File: config.mk
export PLATFORM = sky130hd
export DESIGN_NAME = rate_limited_priority_announce_queue
export DESIGN_NICKNAME = d
export VERILOG_FILES = /design/src/rtl/rlpaq_pkg.sv /design/src/rtl/rlpaq_ctrl.sv /design/src/rtl/rlpaq_dp.sv /design/src/rtl/rate_limited_priority_announce_queue.sv
export SDC_FILE = /design/constraint.sdc
export NUM_CORES = 1
export LEC_CHECK = 0
export BUFFER_PORTS_ARGS = -buffer_cell sky130_fd_sc_hd__clkbuf_2
export CAP_MARGIN = 5
export CORE_MARGIN = 2
export CORE_UTILIZATION = 35
export DETAILED_ROUTE_END_ITERATION = 8
export PLACE_DENSITY = 0.62
export SLEW_MARGIN = 5
export SYNTH_ARGS = -nofsm -noshare
export SYNTH_HDL_FRONTEND = slang
export SYNTH_SLANG_ARGS = --single-unit
File: constraint.sdc
create_clock -name i_clk -period 4.5 [get_ports i_clk]
set_input_delay 0.225 -clock i_clk [delete_from_list [all_inputs] [get_ports i_clk]]
set_output_delay 0.225 -clock i_clk [all_outputs]
set_load 0.02 [all_outputs]
File: src/rtl/rlpaq_pkg.sv
// rlpaq_pkg: shared constants and types for the announce queue
// holds the queue sizing, register indexes and the controller/datapath structs
// no dependencies
`timescale 1ns / 1ps

package rlpaq_pkg;

    localparam int DEPTH     = 16;
    localparam int MSG_W     = 16;
    localparam int CLS_W     = 3;
    localparam int TICK_W    = 16;
    localparam int IDX_W     = (DEPTH > 1) ? $clog2(DEPTH) : 1;
    localparam int PTR_W     = $clog2(DEPTH + 1);
    localparam int CFG_IDX_W = 2;
    localparam int CFG_DAT_W = 16;

    localparam logic [CFG_IDX_W-1:0] REG_INTERVAL = 2'd0;
    localparam logic [CFG_IDX_W-1:0] REG_COAL_EN  = 2'd1;
    localparam logic [CFG_IDX_W-1:0] REG_COAL_CLS = 2'd2;

    localparam logic [TICK_W-1:0] INTERVAL_RST = 16'd45;
    localparam logic [CLS_W-1:0]  COAL_CLS_RST = 3'd2;

    localparam logic EV_POP  = 1'b0;
    localparam logic EV_DROP = 1'b1;

    typedef struct packed {
        logic load;       // latch the accepted word
        logic scan_step;  // advance the walk pointer
        logic coal;       // replace the handle at the pointer
        logic insert;     // open a slot at the pointer and store
        logic drop;       // report the word as dropped
        logic tick;       // advance the counter, pop if due
    } t_cmd;

    typedef struct packed {
        logic scan_le;    // entry at pointer has class not above the new one
        logic scan_coal;  // entry at pointer can take the new handle
        logic full;
        logic pop_due;
        logic out_busy;   // result slot still held
    } t_stat;

endpackage

File: src/rtl/rlpaq_ctrl.sv
// rlpaq_ctrl: sequencer for the announce queue
// walks the sorted entries on insert and orders tick handling
// depends on rlpaq_pkg
`timescale 1ns / 1ps

module rlpaq_ctrl (
    input  logic              i_clk,
    input  logic              i_rst_n,
    input  logic              i_in_valid,
    input  logic              i_mode,
    output logic              o_in_ready,
    input  rlpaq_pkg::t_stat  i_stat,
    output rlpaq_pkg::t_cmd   o_cmd
);
    import rlpaq_pkg::*;

    typedef enum logic [2:0] {
        S_IDLE = 3'b001,
        S_TICK = 3'b010,
        S_SCAN = 3'b100
    } t_state;

    t_state r_state, n_state;

    always_ff @(posedge i_clk) begin
        if (!i_rst_n) begin
            r_state <= S_IDLE;
        end else begin
            r_state <= n_state;
        end
    end

    assign o_in_ready = (r_state == S_IDLE);

    always_comb begin
        n_state = r_state;
        o_cmd   = '0;
        unique case (r_state)
            S_IDLE: begin
                if (i_in_valid) begin
                    o_cmd.load = 1'b1;
                    n_state    = i_mode ? S_SCAN : S_TICK;
                end
            end
            S_TICK: begin
                // a pop needs a free result slot before anything changes
                if (!(i_stat.pop_due && i_stat.out_busy)) begin
                    o_cmd.tick = 1'b1;
                    n_state    = S_IDLE;
                end
            end
            S_SCAN: begin
                priority if (i_stat.scan_coal) begin
                    o_cmd.coal = 1'b1;
                    n_state    = S_IDLE;
                end else if (i_stat.scan_le) begin
                    o_cmd.scan_step = 1'b1;
                end else if (i_stat.full) begin
                    if (!i_stat.out_busy) begin
                        o_cmd.drop = 1'b1;
                        n_state    = S_IDLE;
                    end
                end else begin
                    o_cmd.insert = 1'b1;
                    n_state      = S_IDLE;
                end
            end
            default: begin
                n_state = S_IDLE;
            end
        endcase
    end

endmodule

File: src/rtl/rlpaq_dp.sv
// rlpaq_dp: entry store, counters, config registers and result register
// driven by rlpaq_ctrl through t_cmd, reports back through t_stat
// depends on rlpaq_pkg
`timescale 1ns / 1ps

module rlpaq_dp (
    input  logic                            i_clk,
    input  logic                            i_rst_n,
    input  rlpaq_pkg::t_cmd                 i_cmd,
    output rlpaq_pkg::t_stat                o_stat,
    input  logic [rlpaq_pkg::CLS_W-1:0]     i_msg_class,
    input  logic [rlpaq_pkg::MSG_W-1:0]     i_message,
    input  logic                            i_cfg_valid,
    input  logic [rlpaq_pkg::CFG_IDX_W-1:0] i_cfg_index,
    input  logic [rlpaq_pkg::CFG_DAT_W-1:0] i_cfg_data,
    output logic                            o_out_valid,
    input  logic                            i_out_ready,
    output logic                            o_event_res,
    output logic [rlpaq_pkg::CLS_W-1:0]     o_out_class,
    output logic [rlpaq_pkg::MSG_W-1:0]     o_out_message
);
    import rlpaq_pkg::*;

    logic [CLS_W-1:0]  r_cls [DEPTH];
    logic [MSG_W-1:0]  r_msg [DEPTH];

    logic [CLS_W-1:0]  r_cls_in;
    logic [MSG_W-1:0]  r_msg_in;
    logic [PTR_W-1:0]  r_ptr;
    logic [PTR_W-1:0]  r_count;
    logic [TICK_W-1:0] r_elapsed;
    logic [TICK_W-1:0] r_interval;
    logic              r_coal_en;
    logic [CLS_W-1:0]  r_coal_cls;

    logic              r_out_valid;
    logic              r_ev;
    logic [CLS_W-1:0]  r_out_cls;
    logic [MSG_W-1:0]  r_out_msg;

    logic [IDX_W-1:0]  cur_idx;
    logic [CLS_W-1:0]  cur_cls;
    logic              in_range;
    logic [TICK_W-1:0] elapsed_inc;
    logic              popping;
    logic              set_out;

    assign cur_idx     = r_ptr[IDX_W-1:0];
    assign in_range    = (r_ptr < r_count);
    assign cur_cls     = r_cls[cur_idx];
    assign elapsed_inc = (r_elapsed != '1) ? r_elapsed + 1'b1 : r_elapsed;
    assign popping     = i_cmd.tick && o_stat.pop_due;
    assign set_out     = popping || i_cmd.drop;

    always_comb begin
        o_stat.scan_le   = in_range && (cur_cls <= r_cls_in);
        o_stat.scan_coal = in_range && (cur_cls == r_cls_in) && r_coal_en
                           && (r_cls_in == r_coal_cls);
        o_stat.full      = (r_count == PTR_W'(DEPTH));
        o_stat.pop_due   = (elapsed_inc > r_interval) && (r_count != '0);
        o_stat.out_busy  = r_out_valid && !i_out_ready;
    end

    // control state
    always_ff @(posedge i_clk) begin
        if (!i_rst_n) begin
            r_count     <= '0;
            r_elapsed   <= '0;
            r_interval  <= INTERVAL_RST;
            r_coal_en   <= 1'b1;
            r_coal_cls  <= COAL_CLS_RST;
            r_out_valid <= 1'b0;
        end else begin
            if (i_cfg_valid) begin
                unique case (i_cfg_index)
                    REG_INTERVAL: r_interval <= i_cfg_data[TICK_W-1:0];
                    REG_COAL_EN:  r_coal_en  <= i_cfg_data[0];
                    REG_COAL_CLS: r_coal_cls <= i_cfg_data[CLS_W-1:0];
                    default: ;
                endcase
            end
            if (i_cmd.tick) begin
                r_elapsed <= popping ? '0 : elapsed_inc;
            end
            if (popping) begin
                r_count <= r_count - 1'b1;
            end else if (i_cmd.insert) begin
                r_count <= r_count + 1'b1;
            end
            if (set_out) begin
                r_out_valid <= 1'b1;
            end else if (i_out_ready) begin
                r_out_valid <= 1'b0;
            end
        end
    end

    // payload: entries, walk pointer, latched word, result word
    always_ff @(posedge i_clk) begin
        if (i_cmd.load) begin
            r_cls_in <= i_msg_class;
            r_msg_in <= i_message;
            r_ptr    <= '0;
        end else if (i_cmd.scan_step) begin
            r_ptr <= r_ptr + 1'b1;
        end
        if (popping) begin
            r_ev      <= EV_POP;
            r_out_cls <= r_cls[0];
            r_out_msg <= r_msg[0];
        end else if (i_cmd.drop) begin
            r_ev      <= EV_DROP;
            r_out_cls <= r_cls_in;
            r_out_msg <= r_msg_in;
        end
        for (int i = 0; i < DEPTH; i++) begin
            if (popping) begin
                if (i < DEPTH - 1) begin
                    r_cls[i] <= r_cls[(i + 1) % DEPTH];
                    r_msg[i] <= r_msg[(i + 1) % DEPTH];
                end
            end else if (i_cmd.insert) begin
                // entries at and above the pointer move up one slot
                if (PTR_W'(i) == r_ptr) begin
                    r_cls[i] <= r_cls_in;
                    r_msg[i] <= r_msg_in;
                end else if (PTR_W'(i) > r_ptr && i > 0) begin
                    r_cls[i] <= r_cls[(i + DEPTH - 1) % DEPTH];
                    r_msg[i] <= r_msg[(i + DEPTH - 1) % DEPTH];
                end
            end else if (i_cmd.coal && (PTR_W'(i) == r_ptr)) begin
                r_msg[i] <= r_msg_in;
            end
        end
    end

    assign o_out_valid   = r_out_valid;
    assign o_event_res   = r_ev;
    assign o_out_class   = r_out_cls;
    assign o_out_message = r_out_msg;

endmodule

File: src/rtl/rate_limited_priority_announce_queue.sv
// channel | valid      | ready       | payload
// in      | i_in_valid | o_in_ready  | i_mode, i_msg_class, i_message
// out     | o_out_valid| i_out_ready | o_event_res, o_out_class, o_out_message
// cfg     | i_cfg_valid| o_cfg_ready | i_cfg_index, i_cfg_data
//
// a tick word is handled in S_TICK; the length of an insert is set by the
// walk over the sorted entries, one entry per cycle in the datapath.
// one word is in work at a time; the result register lets the next word in
// while a result waits, but a pop or drop holds until that register is free.
// reset (synchronous, active low) empties the queue, clears the counter and
// loads the register defaults; the config port is always ready.
`timescale 1ns / 1ps

module rate_limited_priority_announce_queue (
    input  logic                            i_clk,
    input  logic                            i_rst_n,
    input  logic                            i_in_valid,
    output logic                            o_in_ready,
    input  logic                            i_mode,
    input  logic [rlpaq_pkg::CLS_W-1:0]     i_msg_class,
    input  logic [rlpaq_pkg::MSG_W-1:0]     i_message,
    output logic                            o_out_valid,
    input  logic                            i_out_ready,
    output logic                            o_event_res,
    output logic [rlpaq_pkg::CLS_W-1:0]     o_out_class,
    output logic [rlpaq_pkg::MSG_W-1:0]     o_out_message,
    input  logic                            i_cfg_valid,
    output logic                            o_cfg_ready,
    input  logic [rlpaq_pkg::CFG_IDX_W-1:0] i_cfg_index,
    input  logic [rlpaq_pkg::CFG_DAT_W-1:0] i_cfg_data
);
    import rlpaq_pkg::*;

    t_cmd  cmd;
    t_stat stat;

    assign o_cfg_ready = 1'b1;

    rlpaq_ctrl u_ctrl (
        .i_clk      (i_clk),
        .i_rst_n    (i_rst_n),
        .i_in_valid (i_in_valid),
        .i_mode     (i_mode),
        .o_in_ready (o_in_ready),
        .i_stat     (stat),
        .o_cmd      (cmd)
    );

    rlpaq_dp u_dp (
        .i_clk         (i_clk),
        .i_rst_n       (i_rst_n),
        .i_cmd         (cmd),
        .o_stat        (stat),
        .i_msg_class   (i_msg_class),
        .i_message     (i_message),
        .i_cfg_valid   (i_cfg_valid),
        .i_cfg_index   (i_cfg_index),
        .i_cfg_data    (i_cfg_data),
        .o_out_valid   (o_out_valid),
        .i_out_ready   (i_out_ready),
        .o_event_res   (o_event_res),
        .o_out_class   (o_out_class),
        .o_out_message (o_out_message)
    );

endmodule
==> summary.md <==
| Metric | Value |
|---|---|
| Status | `completed` |
| FMAX | `240 MHz` |
| RR Startpoint | `u_dp.r_elapsed[6]` |
| Combinational power share | `0.049` |
| Pre-antenna DRT Iters | `7` |
| P_int | `~6400 µW` |
| CTS root buffer | `clkbuf_16` |
| Final Hold Viols | `0` |
| H-Tree Depth | `2` |
| Sequential power share | `0.498` |
| WL/cell | `approximately 21 µm` |
| #FFs+latches synth | `about 400` |
| Syn_area_per_cell | `approximately 11 µm²` |
| Met2 Track Usage GR | `0.308` |
| Max Cap Viol | `0` |
| Crit path DAT | `roughly 4600 ps` |
| HPWL reported at the end of detailed placement | `a little over 40000 µm` |
| Flop-to-flop setup slack | `approximately 340 ps` |
| Met3 usage | `0.0273` |
| Detailed Route WL | `57700 µm` |
| CTS tree | `yes` |
| Worst hold slack | `about 34 ps` |
| GR Util met1 | `0.249` |
| Layout cells sized above 1 | `0.197` |
| Iteration-0 DRC count of the detailed router | `around 1500` |
| Multi-input gate area | `around 8000 µm²` |
| Reg clk slew, reported paths | `roughly 60 ps` |
| Top-area cell type share of the netlist area | `0.501` |
| Core ar. | `57800 µm²` |
| Fillers | `between 5000 and 6000` |
| Cell area after layout | `between 20000 and 25000 µm²` |
| Kind of critical path | `register to register` |
| Chip height | `246 µm` |
| Vias in the first global route | `~16000` |
| Synth area leader | `edfxtp_1` |
| Total gr overflow | `0` |
| Largest net degree at the start of global routing | `55` |
| Clk_skew | `31.1 ps` |
| Non-Filler Instances | `about 2700` |
| Crit. End Element | `register` |
| Crit path max fanout | `5` |
| Number of buffers added on ports | `64` |
| RSZ-0062 raised after global routing | `no` |
| Clock power share | `0.453` |
| Synth Instances | `1796` |
| N_diodes | `0` |
| Worst r2r path cells | `21` |
| Clk sinks | `a little under 400` |
| Static Leakage | `between 0.009 and 0.01 µW` |
| Setup TNS | `0 ps` |
| Layer with the highest usage | `met2` |
| Synth Cell Area | `between 20000 and 25000 µm²` |
| Num CTS Buffers | `43` |
| Yosys warnings | `0` |
| Min-Delay Endpoint | `u_dp.o_out_valid` |
| Synthesis-to-finish area growth | `16.8%` |
| # setup viols final | `0` |
| Slew Limit Headroom | `0.279` |
| Setup WS pre-CTS | `around 240 ps` |
| Worst skew pair latency | `580 ps` |
| Largest cells by area after synthesis | `edfxtp_1, dfxtp_1, nand2_1` |
| Routed vias/inst | `approximately 5.7` |
| Core Rows | `88` |
| Total global-route track usage | `0.187` |
| Worst path cell trace | `and4_4 -> nand3_4 -> nor3_4 -> nand3_1 -> mux2_2 -> ha_1 -> nand4_1 -> nor4_2 -> o21ai_1 -> a31oi_2 -> nor2_2 -> nor2_4 -> inv_2 -> fa_2 -> inv_1 -> a21o_1 -> a21oi_2 -> a211oi_1 -> a31oi_1 -> xnor2_1 -> nor2_1` |
| RR Endpoint | `u_dp.r_count[4]` |
| Initial core utilization | `0.354` |
| Nets | `1987` |
| Seq/Total Area, Yosys | `0.555` |
| Die ar. | `60500 µm²` |
| Vias | `15500` |
| P per Cell Area | `between 300 and 400 nW/µm²` |
| Worst IR Drop VDD | `approximately 0.25 mV` |
| P_sw | `1860 µW` |
| Post-synth EDFFs | `342` |
| Main synth FF type | `edfxtp_1` |
| First-pass GRT wire length | `~90000 µm` |
| Synth async-reset ratio | `0` |
| IO Pins | `between 60 and 70` |
| Min-delay src | `i_out_ready` |
| Largest stage delay on the critical path | `approximately 400 ps` |
| Sw frac | `0.225` |
| Synth Net Count | `between 1500 and 2000` |
| Worst setup margin | `around 340 ps` |
| Initial antenna violation count | `0` |
| Cell family with most CP delay | `simple AND/OR/NAND/NOR gates` |
| Critical path buffers and inverters | `2` |
| Hold WC Path Type | `primary input to register` |
| Placement Cell Area | `between 20000 and 25000 µm²` |
| DR DRC count | `0` |
| Slowest cell on crit path | `fa_2` |
| Cell variety after synth | `86` |
| Setup crit start kind | `register` |
| Routed Antenna Nets | `0` |
| Final Cycle Share | `0.925` |
| Slew Limit Fails | `0` |
| Gp weighted congestion | `between 0.9 and 1` |
| Clock buffer depth | `3` |
| Hold Crit Depth | `3` |
| Die width | `approximately 250 µm` |
| Slew @ Worst Pin | `around 1100 ps` |
| Min Tclk post-route | `roughly 4200 ps` |
| # placed instances | `2596` |
| WP data required | `between 4000 and 5000 ps` |
| Reg area | `11400 µm²` |
## tightest hold or removal path: stages
cell and delay (ps):
clkbuf_2 90, nand2b_1 130, a31oi_1 80
## metal layers
| layer | vias up | wire, µm | part of all wire |
|---|---|---|---|
| met5 | - | 0 | 0 |
| li1 | 7043 | - | - |
| met4 | 0 | 2010 | 0.035 |
| met1 | 7794 | 24900 | 0.43 |
| met3 | 124 | 3390 | 0.059 |
| met2 | 582 | 27300 | 0.47 |
## state kept, by name, summed over array words and instances (netlist names), 3 cells and up, named ones only
register            cells
u_dp.r_msg            256
u_dp.r_cls             48
u_dp.o_out_message     16
u_dp.r_elapsed         16
u_dp.r_interval        16
u_dp.r_msg_in          16
u_dp.r_count            5
u_dp.r_ptr              5
u_ctrl.r_state          3
u_dp.o_out_class        3
u_dp.r_cls_in           3
u_dp.r_coal_cls         3
## layout by cell type, fill, tap and decap left out, drive strengths merged, types with 17 or more instances in the layout
| master | count |
|---|---|
| and2 | 24 |
| nand2 | 181 |
| buf | 91 |
| nand3 | 50 |
| edfxtp | 342 |
| a221o | 17 |
| nor2 | 80 |
| o221a | 40 |
| o22ai | 77 |
| dlygate4sd3 | 36 |
| a31oi | 26 |
| a21oi | 123 |
| o21ai | 92 |
| ha | 30 |
| mux2i | 57 |
| o21a | 20 |
| a22o | 29 |
| nand2b | 46 |
| dfxtp | 55 |
| inv | 128 |
| a21o | 39 |
| mux2 | 37 |
| clkbuf | 116 |
## worst max-delay path by stage
stage | cells after the start | from | endpoint
after global placement | 21 | u_dp.r_elapsed[2] | u_dp.r_count[4]
final | 21 | u_dp.r_elapsed[6] | u_dp.r_count[4]
after global routing | 21 | u_dp.r_elapsed[6] | u_dp.r_count[4]
after floorplan | 12 | register | u_dp.r_msg[4][0]
after CTS | 20 | u_dp.r_elapsed[0] | u_dp.r_count[4]
after detailed placement | 22 | u_dp.r_elapsed[0] | u_dp.r_count[4]
## through the flow
step,util,power (µW)
finish,0.414,8280
global route,0.414,8510
CTS,0.412,8330
detailed placement,0.380,4580
global placement,0.380,4570
floorplan,-,4410
## synthesized netlist by cell type, drive strengths merged (39+ instances only)
cell type	instances
o221a	40
dfxtp	55
nand2	181
clkbuf	53
o22ai	77
edfxtp	342
mux2i	57
a21oi	123
nand2b	46
o21ai	92
inv	126
buf	66
nor2	80
nand3	50
a21o	39
## power groups by stage
stage,Combinational [µW],Clock [µW],Sequential (µW)
2_1_floorplan,250,0,4160
3_3_place_gp,367,0,4200
3_5_place_dp,376,0,4200
4_1_cts,402,3810,4120
5_1_grt,440,3940,4130
6_report,403,3750,4120
## cells by family (layout without fill, tap and decap cells)
logic type                 Yosys count  in the layout  synth area share
AOI/OAI and AO/OA                  553            553             0.193
and+or+nand+nor                    440            440             0.107
DFF                                397            397             0.555
buffers and inverters              245            395            0.0521
muxes                              109            109            0.0647
adders and majority gates           31             31            0.0193
xor gates and xnor gates            20             20           0.00855
other                                1              1          0.000183
## what timing repair did
action	4_1_cts	5_1_grt
endpoints found under the hold margin	40	0
gates resized for setup	0	23
setup endpoints to repair	0	46
hold buffers	36	0
setup buffers	0	1
## layout make-up
cell class,count,area share
clock buffers,52,0.0472
flip-flops and latches,397,0.476
multi-input cells,1154,0.342
well taps,765,0.0400
clock inverters,26,0.0145
inverters,126,0.0198
repair buffers,191,0.0612
No activity file was read; power rests on OpenSTA's default activity.
